## src/hpm_pkg.sv

```systemverilog
`default_nettype none

package hpm_pkg;

  localparam int CHANNELS_DEF = 4;

  localparam int CH_PORT_W  = 2;
  localparam int TEMP_W     = 16;
  localparam int GAIN_W     = 26;
  localparam int SMOOTH_W   = 17;
  localparam int LIMIT_W    = 31;
  localparam int DRIVE_W    = 16;
  localparam int CFG_IDX_W  = 3;
  localparam int CFG_DATA_W = 31;

  typedef enum logic [CFG_IDX_W-1:0] {
    CFG_PROP_GAIN       = 3'd0,
    CFG_INTEG_GAIN      = 3'd1,
    CFG_DERIV_GAIN      = 3'd2,
    CFG_DERIV_SMOOTHING = 3'd3,
    CFG_INTEGRAL_LIMIT  = 3'd4,
    CFG_OUTPUT_MAX      = 3'd5
  } cfg_idx_t;

  localparam logic REQ_SAMPLE  = 1'b0;
  localparam logic REQ_RESTART = 1'b1;

  localparam logic [GAIN_W-1:0]   PROP_GAIN_RST       = 26'd408848;
  localparam logic [GAIN_W-1:0]   INTEG_GAIN_RST      = 26'd25553;
  localparam logic [GAIN_W-1:0]   DERIV_GAIN_RST      = 26'd6541604;
  localparam logic [SMOOTH_W-1:0] DERIV_SMOOTHING_RST = 17'd62259;
  localparam logic [LIMIT_W-1:0]  INTEGRAL_LIMIT_RST  = 31'd10464;
  localparam logic [DRIVE_W-1:0]  OUTPUT_MAX_RST      = 16'd65280;

  // smoothing weight of one, Q1.16
  localparam logic [SMOOTH_W-1:0] SMOOTH_ONE = 17'd65536;

endpackage

`default_nettype wire

```

## src/hpm_serial_mul.sv

```systemverilog
`default_nettype none

// Shift-add multiplier, one multiplier bit per cycle, LSB first.
// A signed multiplier has its top bit weighted negative (subtract on last step).
module hpm_serial_mul #(
  parameter int   A_W      = 27,
  parameter int   B_W      = 16,
  parameter bit   B_SIGNED = 1'b1,
  parameter int   P_W      = A_W + B_W
) (
  input  wire logic                  clk,
  input  wire logic                  rst,
  input  wire logic                  start,
  input  wire logic signed [A_W-1:0] a,
  input  wire logic        [B_W-1:0] b,
  output logic                       busy,
  output logic signed [P_W-1:0]      product
);

  localparam int CNT_W = $clog2(B_W + 1);

  logic signed [P_W-1:0] a_sh;
  logic [B_W-1:0]        b_sh;
  logic [CNT_W-1:0]      cnt;
  logic                  last;

  assign last = (cnt == CNT_W'(1));

  always_ff @(posedge clk) begin
    if (rst) begin
      busy <= 1'b0;
      cnt  <= '0;
    end else if (start) begin
      busy <= 1'b1;
      cnt  <= CNT_W'(B_W);
    end else if (busy) begin
      cnt <= cnt - CNT_W'(1);
      if (last) begin
        busy <= 1'b0;
      end
    end
  end

  always_ff @(posedge clk) begin
    if (start) begin
      a_sh    <= P_W'(a);
      b_sh    <= b;
      product <= '0;
    end else if (busy) begin
      if (b_sh[0]) begin
        if (last && B_SIGNED) begin
          product <= product - a_sh;
        end else begin
          product <= product + a_sh;
        end
      end
      a_sh <= a_sh <<< 1;
      b_sh <= b_sh >> 1;
    end
  end

endmodule

`default_nettype wire

```

## src/heater_pid_multichannel.sv

```systemverilog
`default_nettype none

// Multichannel heater PID controller. A request on the input channel is either
// a sample (req_type 0: channel, measured temperature and error, both signed
// Q12.4) or a restart (req_type 1: arms or disarms the channel's restart flag,
// no result). Each sample in range yields one result: out_channel and drive,
// unsigned Q8.8 clamped to 0..output_max, computed as P + I - D with an
// integral clamped to 0..integral_limit and a derivative on measurement
// passed through a first-order smoother. An armed channel clears its
// integral and reuses the sample's measurement as the previous one.
// Requests naming a channel at or above CHANNELS are dropped.
// Sequence: a sample holds in_ready low from when it is taken until its result
// is loaded into the output register, so no new sample is taken while one is
// in flight. The time is set by the serial integral multiply (31 bits of
// accumulated error, one bit per cycle, then a step to see it done) followed
// by the 17-bit serial smoother multiplies, with six steps around them. A
// result still waiting for out_ready stretches the last step. Restart and
// dropped requests leave the block idle. The finished drive sits in an output
// register, so the next request is taken while that result waits for out_ready.
// Gains and limits are written through the cfg port (index = register order:
// prop_gain, integ_gain, deriv_gain, deriv_smoothing, integral_limit,
// output_max); the user must write them only while the block is idle, which
// the block itself does not enforce; cfg_ready is always high.
module heater_pid_multichannel #(
  parameter int CHANNELS = hpm_pkg::CHANNELS_DEF
) (
  input  wire logic                                clk,
  input  wire logic                                rst,
  // request channel
  input  wire logic                                in_valid,
  output logic                                     in_ready,
  input  wire logic                                req_type,
  input  wire logic [hpm_pkg::CH_PORT_W-1:0]       channel,
  input  wire logic                                restart_value,
  input  wire logic signed [hpm_pkg::TEMP_W-1:0]   measured,
  input  wire logic signed [hpm_pkg::TEMP_W-1:0]   error,
  // result channel
  output logic                                     out_valid,
  input  wire logic                                out_ready,
  output logic [hpm_pkg::CH_PORT_W-1:0]            out_channel,
  output logic [hpm_pkg::DRIVE_W-1:0]              drive,
  // configuration write channel
  input  wire logic                                cfg_valid,
  output logic                                     cfg_ready,
  input  wire logic [hpm_pkg::CFG_IDX_W-1:0]       cfg_index,
  input  wire logic [hpm_pkg::CFG_DATA_W-1:0]      cfg_data
);

  import hpm_pkg::*;

  localparam int CH_W = (CHANNELS > 1) ? $clog2(CHANNELS) : 1;

  // product widths; gains enter as 27-bit signed (zero top bit)
  localparam int GA_W   = GAIN_W + 1;
  localparam int DIFF_W = TEMP_W + 1;
  localparam int DF_W   = 32;
  localparam int PP_W   = GA_W + TEMP_W;     // P, Q.20
  localparam int IP_W   = GA_W + LIMIT_W;    // I, Q.20
  localparam int RP_W   = GA_W + DIFF_W;     // raw derivative, Q.20
  localparam int SP_W   = RP_W + SMOOTH_W;   // raw * (1 - k), Q.36
  localparam int FP_W   = DF_W + SMOOTH_W;   // old filtered * k, Q.24
  localparam int T_W    = SP_W + 2;          // smoother sum
  localparam int DN_W   = T_W - 28;          // smoother result before saturation
  localparam int SUM_W  = IP_W + 2;          // P + I - D sum
  localparam int DRV_W  = SUM_W - 12;        // drive before clamp

  typedef enum logic [8:0] {
    ST_IDLE   = 9'b000000001,
    ST_LOAD   = 9'b000000010,
    ST_PREP   = 9'b000000100,
    ST_START1 = 9'b000001000,
    ST_MUL1   = 9'b000010000,
    ST_START2 = 9'b000100000,
    ST_MUL2   = 9'b001000000,
    ST_FIN1   = 9'b010000000,
    ST_FIN2   = 9'b100000000
  } state_t;

  state_t state, state_next;

  // configuration registers
  logic [GAIN_W-1:0]   prop_gain, integ_gain, deriv_gain;
  logic [SMOOTH_W-1:0] deriv_smoothing;
  logic [LIMIT_W-1:0]  integral_limit;
  logic [DRIVE_W-1:0]  output_max;

  // per-channel state
  logic [LIMIT_W-1:0]       integ_mem [CHANNELS];
  logic signed [TEMP_W-1:0] prev_mem  [CHANNELS];
  logic signed [DF_W-1:0]   df_mem    [CHANNELS];
  logic                     flag_mem  [CHANNELS];

  // working registers for the request in flight
  logic [CH_PORT_W-1:0]     ch_r;
  logic [CH_W-1:0]          idx_r;
  logic signed [TEMP_W-1:0] meas_r, err_r;
  logic [LIMIT_W-1:0]       integ_rd;
  logic signed [TEMP_W-1:0] prev_rd;
  logic signed [DF_W-1:0]   df_rd;
  logic                     flag_rd;
  logic [LIMIT_W-1:0]       acc_r;
  logic signed [DIFF_W-1:0] diff_r;
  logic signed [DF_W-1:0]   dnew_r;

  logic in_acc, in_range, out_free;
  logic [CH_W-1:0] in_idx;

  assign cfg_ready = 1'b1;
  assign in_ready  = (state == ST_IDLE);
  assign in_acc    = in_valid && in_ready;
  assign in_range  = (32'(channel) < 32'(CHANNELS));
  assign in_idx    = CH_W'(channel);
  assign out_free  = !out_valid || out_ready;

  // ---------------- configuration ----------------
  always_ff @(posedge clk) begin
    if (rst) begin
      prop_gain       <= PROP_GAIN_RST;
      integ_gain      <= INTEG_GAIN_RST;
      deriv_gain      <= DERIV_GAIN_RST;
      deriv_smoothing <= DERIV_SMOOTHING_RST;
      integral_limit  <= INTEGRAL_LIMIT_RST;
      output_max      <= OUTPUT_MAX_RST;
    end else if (cfg_valid && cfg_ready) begin
      case (cfg_index)
        CFG_PROP_GAIN:       prop_gain       <= cfg_data[GAIN_W-1:0];
        CFG_INTEG_GAIN:      integ_gain      <= cfg_data[GAIN_W-1:0];
        CFG_DERIV_GAIN:      deriv_gain      <= cfg_data[GAIN_W-1:0];
        CFG_DERIV_SMOOTHING: deriv_smoothing <= cfg_data[SMOOTH_W-1:0];
        CFG_INTEGRAL_LIMIT:  integral_limit  <= cfg_data[LIMIT_W-1:0];
        CFG_OUTPUT_MAX:      output_max      <= cfg_data[DRIVE_W-1:0];
        default: ;
      endcase
    end
  end

  // ---------------- sequencer ----------------
  logic p_busy, i_busy, r_busy, s_busy, f_busy;

  always_comb begin
    state_next = state;
    case (state)
      ST_IDLE: begin
        if (in_acc && in_range && req_type == REQ_SAMPLE) begin
          state_next = ST_LOAD;
        end
      end
      ST_LOAD:   state_next = ST_PREP;
      ST_PREP:   state_next = ST_START1;
      ST_START1: state_next = ST_MUL1;
      ST_MUL1: begin
        if (!p_busy && !i_busy && !r_busy) begin
          state_next = ST_START2;
        end
      end
      ST_START2: state_next = ST_MUL2;
      ST_MUL2: begin
        if (!s_busy && !f_busy) begin
          state_next = ST_FIN1;
        end
      end
      ST_FIN1:   state_next = ST_FIN2;
      ST_FIN2: begin
        // hold here until the output register can take the result
        if (out_free) begin
          state_next = ST_IDLE;
        end
      end
      default:   state_next = ST_IDLE;
    endcase
  end

  always_ff @(posedge clk) begin
    if (rst) begin
      state <= ST_IDLE;
    end else begin
      state <= state_next;
    end
  end

  // ---------------- integral update and measurement delta ----------------
  logic [LIMIT_W-1:0]        integ_base;
  logic signed [TEMP_W-1:0]  prev_base;
  logic signed [LIMIT_W+1:0] integ_sum;
  logic [LIMIT_W-1:0]        acc_next;
  logic signed [DIFF_W-1:0]  diff_next;

  always_comb begin
    // armed channel: integral restarts from zero, delta is zero
    integ_base = flag_rd ? '0 : integ_rd;
    prev_base  = flag_rd ? meas_r : prev_rd;
    integ_sum  = signed'({2'b00, integ_base}) + (LIMIT_W+2)'(err_r);
    if (integ_sum < 0) begin
      acc_next = '0;
    end else if (integ_sum > signed'({2'b00, integral_limit})) begin
      acc_next = integral_limit;
    end else begin
      acc_next = integ_sum[LIMIT_W-1:0];
    end
    diff_next = DIFF_W'(meas_r) - DIFF_W'(prev_base);
  end

  // ---------------- serial multipliers ----------------
  logic start1, start2;
  logic signed [PP_W-1:0] p_prod;
  logic signed [IP_W-1:0] i_prod;
  logic signed [RP_W-1:0] r_prod;
  logic signed [SP_W-1:0] s_prod;
  logic signed [FP_W-1:0] f_prod;
  logic [SMOOTH_W-1:0]    k_sat, k_rest;

  assign start1 = (state == ST_START1);
  assign start2 = (state == ST_START2);
  // weights above one count as one
  assign k_sat  = (deriv_smoothing > SMOOTH_ONE) ? SMOOTH_ONE : deriv_smoothing;
  assign k_rest = SMOOTH_ONE - k_sat;

  hpm_serial_mul #(.A_W(GA_W), .B_W(TEMP_W), .B_SIGNED(1'b1), .P_W(PP_W)) u_mul_p (
    .clk(clk), .rst(rst), .start(start1),
    .a(signed'({1'b0, prop_gain})), .b(err_r),
    .busy(p_busy), .product(p_prod)
  );

  hpm_serial_mul #(.A_W(GA_W), .B_W(LIMIT_W), .B_SIGNED(1'b0), .P_W(IP_W)) u_mul_i (
    .clk(clk), .rst(rst), .start(start1),
    .a(signed'({1'b0, integ_gain})), .b(acc_r),
    .busy(i_busy), .product(i_prod)
  );

  hpm_serial_mul #(.A_W(GA_W), .B_W(DIFF_W), .B_SIGNED(1'b1), .P_W(RP_W)) u_mul_r (
    .clk(clk), .rst(rst), .start(start1),
    .a(signed'({1'b0, deriv_gain})), .b(diff_r),
    .busy(r_busy), .product(r_prod)
  );

  hpm_serial_mul #(.A_W(RP_W), .B_W(SMOOTH_W), .B_SIGNED(1'b0), .P_W(SP_W)) u_mul_s (
    .clk(clk), .rst(rst), .start(start2),
    .a(r_prod), .b(k_rest),
    .busy(s_busy), .product(s_prod)
  );

  hpm_serial_mul #(.A_W(DF_W), .B_W(SMOOTH_W), .B_SIGNED(1'b0), .P_W(FP_W)) u_mul_f (
    .clk(clk), .rst(rst), .start(start2),
    .a(df_rd), .b(k_sat),
    .busy(f_busy), .product(f_prod)
  );

  // ---------------- smoother: round half up at Q.36 -> Q.8, saturate ----------------
  logic signed [T_W-1:0]  t_sum;
  logic signed [DN_W-1:0] dn_full;
  logic signed [DF_W-1:0] dnew_sat;

  always_comb begin
    t_sum   = T_W'(s_prod) + (T_W'(f_prod) <<< 12) + (T_W'(1) <<< 27);
    dn_full = t_sum[T_W-1:28];
    if (dn_full > DN_W'(32'sh7fffffff)) begin
      dnew_sat = 32'sh7fffffff;
    end else if (dn_full < -(DN_W'(33'sh080000000))) begin
      dnew_sat = 32'sh80000000;
    end else begin
      dnew_sat = dn_full[DF_W-1:0];
    end
  end

  // ---------------- drive: P + I - D, round to Q8.8, clamp ----------------
  logic signed [SUM_W-1:0] pid_sum;
  logic signed [DRV_W-1:0] drv_full;
  logic [DRIVE_W-1:0]      drv_clamp;

  always_comb begin
    pid_sum  = SUM_W'(p_prod) + SUM_W'(i_prod) - (SUM_W'(dnew_r) <<< 12)
               + SUM_W'(2048);
    drv_full = pid_sum[SUM_W-1:12];
    if (drv_full < 0) begin
      drv_clamp = '0;
    end else if (drv_full > signed'(DRV_W'(output_max))) begin
      drv_clamp = output_max;
    end else begin
      drv_clamp = drv_full[DRIVE_W-1:0];
    end
  end

  // ---------------- working registers ----------------
  always_ff @(posedge clk) begin
    if (in_acc) begin
      ch_r   <= channel;
      idx_r  <= in_idx;
      meas_r <= measured;
      err_r  <= error;
    end
    if (state == ST_LOAD) begin
      integ_rd <= integ_mem[idx_r];
      prev_rd  <= prev_mem[idx_r];
      df_rd    <= df_mem[idx_r];
      flag_rd  <= flag_mem[idx_r];
    end
    if (state == ST_PREP) begin
      acc_r  <= acc_next;
      diff_r <= diff_next;
    end
    if (state == ST_FIN1) begin
      dnew_r <= dnew_sat;
    end
  end

  // ---------------- channel state ----------------
  always_ff @(posedge clk) begin
    if (rst) begin
      for (int i = 0; i < CHANNELS; i++) begin
        integ_mem[i] <= '0;
        prev_mem[i]  <= '0;
        df_mem[i]    <= '0;
        flag_mem[i]  <= 1'b0;
      end
    end else begin
      if (in_acc && in_range && req_type == REQ_RESTART) begin
        flag_mem[in_idx] <= restart_value;
      end
      if (state == ST_LOAD) begin
        flag_mem[idx_r] <= 1'b0;   // restart is consumed by this sample
      end
      if (state == ST_FIN1) begin
        integ_mem[idx_r] <= acc_r;
        prev_mem[idx_r]  <= meas_r;
        df_mem[idx_r]    <= dnew_sat;
      end
    end
  end

  // ---------------- output register ----------------
  always_ff @(posedge clk) begin
    if (rst) begin
      out_valid <= 1'b0;
    end else if (state == ST_FIN2 && out_free) begin
      out_valid <= 1'b1;
    end else if (out_ready) begin
      out_valid <= 1'b0;
    end
  end

  always_ff @(posedge clk) begin
    if (state == ST_FIN2 && out_free) begin
      out_channel <= ch_r;
      drive       <= drv_clamp;
    end
  end

endmodule

`default_nettype wire

```

## config.mk

```make
export PLATFORM = sky130hd
export DESIGN_NAME = heater_pid_multichannel
export DESIGN_NICKNAME = d
export VERILOG_FILES = /design/src/hpm_pkg.sv /design/src/hpm_serial_mul.sv /design/src/heater_pid_multichannel.sv
export SDC_FILE = /design/constraint.sdc
export NUM_CORES = 2
export LEC_CHECK = 0
export BUFFER_PORTS_ARGS = -buffer_cell sky130_fd_sc_hd__buf_2
export CAP_MARGIN = 20
export CORE_MARGIN = 3
export CORE_UTILIZATION = 45
export CTS_BUF_LIST = sky130_fd_sc_hd__clkbuf_8 sky130_fd_sc_hd__clkbuf_16
export CTS_CLUSTER_SIZE = 25
export DETAILED_ROUTE_END_ITERATION = 10
export PLACE_DENSITY = 0.64
export SYNTH_ARGS = -nofsm -noshare
export SYNTH_HDL_FRONTEND = slang
export SYNTH_SLANG_ARGS = --single-unit
```

## constraint.sdc

```tcl
create_clock -name clk -period 7.7 [get_ports clk]
set_input_delay 0.77 -clock clk [delete_from_list [all_inputs] [get_ports clk]]
set_output_delay 0.77 -clock clk [all_outputs]
set_load 0.1 [all_outputs]
```

==> results.py <==
metrics = {
    "final_layout": {
        "n_fill_cell": 15700,
        "diodes": 0,
        "final_nets": 8853,
        "areaGrowthSynthToFinish_pct": 10.5,
        "drive_gt1_share_pct": 7.22,
        "final_cell_area_um2": 85600,
        "utilization_pct": 50.3,
    },
    "drt": {
        "avgRoutedWirePerCell_um": 21.0,
        "drt_pass1_iterations": 5,
        "postRouteAntennaNets": 0,
        "drt_iter0_markers": 5192,
        "drc_errors": 0,
        "wirelength_um": 222000,
        "via_per_inst": 5.66,
        "vias": 59900,
    },
    "synth": {
        "synth_edf_count": 818,
        "synth_commonest_cells": "1519 x nand2_1, 818 x edfxtp_1, 731 x a21oi_1",
        "synth.distinct_cells": 93,
        "synth_top_cell_by_area": "edfxtp_1",
        "async_flop_share_pct": 0,
        "synth_nets": 8887,
        "ys.warnings.count": 0,
        "ys_seq_elements": 1322,
        "syn_avg_cell_area_um2": 9.47,
        "yosysMostFrequentCell": "nand2_1",
        "synth_ff_type": "edfxtp_1",
        "syn_inst": 8182,
        "ys_top_cells_by_area": "edfxtp_1 32%, dfxtp_1 13%, ha_1 9.3%, nand2_1 7.4%, a21oi_1 4.7%",
        "ys_seq_area_share_pct": 44.7,
        "syn_area_um2": 77500,
        "synth_top_cell_area_share_pct": 31.7,
    },
    "hold_path": {
        "hold_end": "err_r[11]$_DFFE_PP_",
        "hp-class": "input pin to register",
        "min_path_cells": 1,
        "worstHoldStart": "error[11]",
    },
    "timing": {
        "tns_ps": 0,
        "finalSetupViolations": 0,
        "worst_pin_slew_ps": 1090,
        "clock_skew_ps": 46.9,
        "hold_violations": 0,
        "min_period_ps": 6540,
        "rsz0062_at_grt": "false",
        "worst_slew_margin_rel_pct": 27.1,
        "period_share_pct": 84.9,
        "fmax_mhz": 153,
        "drv_slew": 0,
        "timing.final.ws_setup_ps": 1160,
    },
    "setup_path": {
        "critPathSlowestCell": "edfxtp_1",
        "crit_buf_inv": 1,
        "crit_type": "register to register",
        "crit_path_start_kind": "register",
        "worstRegToRegCells": 24,
        "crit_path_cell_trace": "nor2b_1, ha_1, a21o_1, a21o_1, a21o_1, a21o_1, o31a_1, o41a_1, a31oi_1, o21ai_0, a21oi_1, nand3_1, o311ai_0, ha_1, a21o_1, a21o_1, a21oi_1, o2111ai_1, a221oi_1, a31oi_1, nor2_4, buf_12, mux2i_1, nor2_1",
        "cpPeakStageDelay_ps": 630,
        "r2r-end": "acc_r[7]$_SDFFCE_PN0P_",
        "worstSetupEndpointType": "register",
        "cp.arrival_ps": 7080,
        "regToRegSetupSlack_ps": 1160,
        "required_ps": 8240,
        "cp_top_family": "compound AO/OA/AOI/OAI gates",
        "r2r_start": "flag_rd$_DFFE_PP_",
        "cp_max_fo": 25,
        "cpMostUsedCell": "a21o_1",
    },
    "clock_tree": {
        "postCtsSetupBuffers": 0,
        "cts_tree": "yes",
        "max-clock-path-buffers": 3,
        "ctsHoldBuffers": 0,
        "cts_buffers": 153,
        "ctsRootBufferMaster": "clkbuf_16",
        "clkLatencyLatePin_ps": 820,
        "cts.clk_slew.worst_paths_ps": 60,
        "cts_resized": 0,
        "cts_max_level": 4,
        "clock_sinks": 1322,
    },
    "pwr": {
        "p_total_uw": 18300,
        "comb_power_share_pct": 16.2,
        "p_leak_uw": 0.0367,
        "peakVddDrop_mv": 0.238,
        "clkPwrFrac_pct": 40.3,
        "power.switching_uw": 5170,
        "sw_frac_of_total_pct": 28.3,
        "power_density_nw_per_um2": 213,
        "p_seq_share_pct": 43.5,
        "p_int_uw": 13100,
    },
    "grt": {
        "grt_pass1_wl_um": 341000,
        "antenna_found_initial": 2,
        "first_global_vias": 57700,
        "grt_max_degree": 152,
        "overflow": 0,
        "grt_util_all_layers_pct": 24.7,
    },
    "placed_design": {
        "io_buffers": 94,
        "hpwl_um": 156000,
        "place_congestion": 0.954,
        "pre_cts_slack_ps": 1170,
        "place_area_um2": 80300,
    },
    "flow_run": {
        "cap_viol_max_count": 0,
    },
    "die": {
        "start_util_pct": 45.5,
        "die_y_um": 421,
        "die_x_um": 421,
        "boundaryPins": 96,
        "die_area_um2": 177000,
        "core_um2": 170000,
        "row_count": 151,
    },
    "run_status": {
        "status": "completed",
    },
}
worst register-to-register path, delay by kind of cell (launching register included):
family	cells	cell delay (ps)
AOI/OAI and AO/OA	16	3710
muxes	1	280
DFF	1	630
buffers and inverters	1	270
adders and majority gates	2	720
and+or+nand+nor	4	660
final cells by class:
type / count / area [µm²] / area share [%]
multi-input combinational: 6153 / 40400 / 47.2
sequential: 1322 / 34700 / 40.5
clock buffer: 172 / 4120 / 4.82
tap: 2295 / 2870 / 3.36
inverter: 340 / 1280 / 1.49
timing repair buffer: 178 / 1210 / 1.42
clock inverter: 115 / 1030 / 1.20
logic make-up after synthesis:
kind of cell             Yosys count  synth area share, %
other                              1              0.00484
XOR/XNOR                         402                 4.55
flip-flops                      1322                 44.7
buffers and inverters            707                 3.45
AND/OR/NAND/NOR                 3129                 18.2
adder cells (fa/ha/maj)          630                 10.7
multiplexers                     227                 4.23
AO/OA/AOI/OAI                   1764                 14.1
flip-flops by register name, indices dropped and copies added, names as in the netlist, 26 cells and up:
register,count
df_mem,128
integ_mem,124
prev_mem,64
u_mul_s.a_sh,61
u_mul_s.product,61
u_mul_i.a_sh,58
u_mul_i.product,58
u_mul_f.a_sh,49
u_mul_f.product,49
u_mul_r.a_sh,44
u_mul_r.product,44
u_mul_p.a_sh,43
u_mul_p.product,43
df_rd,32
dnew_r,32
acc_r,31
integ_rd,31
integral_limit,31
u_mul_i.b_sh,31
deriv_gain,26
integ_gain,26
prop_gain,26
through the flow:
| step | std cells | hold slack (ps) |
|---|---|---|
| finish | 10600 | 137 |
| floorplan | 8182 | 424 |
| global route | 10600 | 104 |
| global placement | 10300 | 442 |
| CTS | 10600 | 80.2 |
| detailed placement | 10300 | 446 |
power by group through the flow:
stage	Sequential [µW]	Combinational, µW	Clock (µW)
after floorplan	8030	1980	0
after global placement	8080	2880	0
after detailed placement	8090	2910	0
after CTS	7940	2940	7510
after global routing	7960	3240	7780
final	7940	2950	7370
worst max path at each step:
| stage | start | to | slack, ps | depth (start not counted) |
|---|---|---|---|---|
| after floorplan | flag_rd$_DFFE_PP_ | acc_r[3]$_SDFFCE_PN0P_ | 1920 | 25 |
| after global placement | u_mul_i.product[3]$_SDFFE_PP0P_ | drive[7]$_SDFFCE_PN0P_ | 1250 | 28 |
| after detailed placement | dnew_r[2]$_DFFE_PP_ | drive[15]$_SDFFCE_PN0P_ | 1170 | 28 |
| after CTS | dnew_r[1]$_DFFE_PP_ | drive[15]$_SDFFCE_PN0P_ | 1110 | 28 |
| after global routing | u_mul_i.product[3]$_SDFFE_PP0P_ | drive[12]$_SDFFCE_PN0P_ | 500 | 28 |
| final | flag_rd$_DFFE_PP_ | acc_r[7]$_SDFFCE_PN0P_ | 1160 | 24 |
layout by cell type (no fill, tap or decap), drive strengths merged, types with 27 or more instances in the layout:
master / n
fa: 54
xor2: 174
and3: 57
nor2b: 98
nor4: 31
dfxtp: 504
o21ai: 284
o21a: 45
nand4: 61
mux4: 80
a31oi: 57
nand3b: 61
o211ai: 27
clkbuf: 172
nand2: 1519
nand2b: 78
nor2: 645
and2: 209
or3: 30
inv: 383
o21bai: 62
a21o: 261
a211oi: 67
clkinv: 53
ha: 576
buf: 178
o31ai: 28
mux2i: 144
nand3: 129
nor3: 111
edfxtp: 818
a21oi: 731
xnor2: 228
metal layers:
metal,GRT usage [%],share of wire (%),up-vias
met1,34.0,45,28900
met2,39.2,45,1731
met4,9.96,4.1,4
met3,3.70,5.9,351
li1,-,-,28900
met5,0,0.014,-
Power figures use the tool's default switching activity.
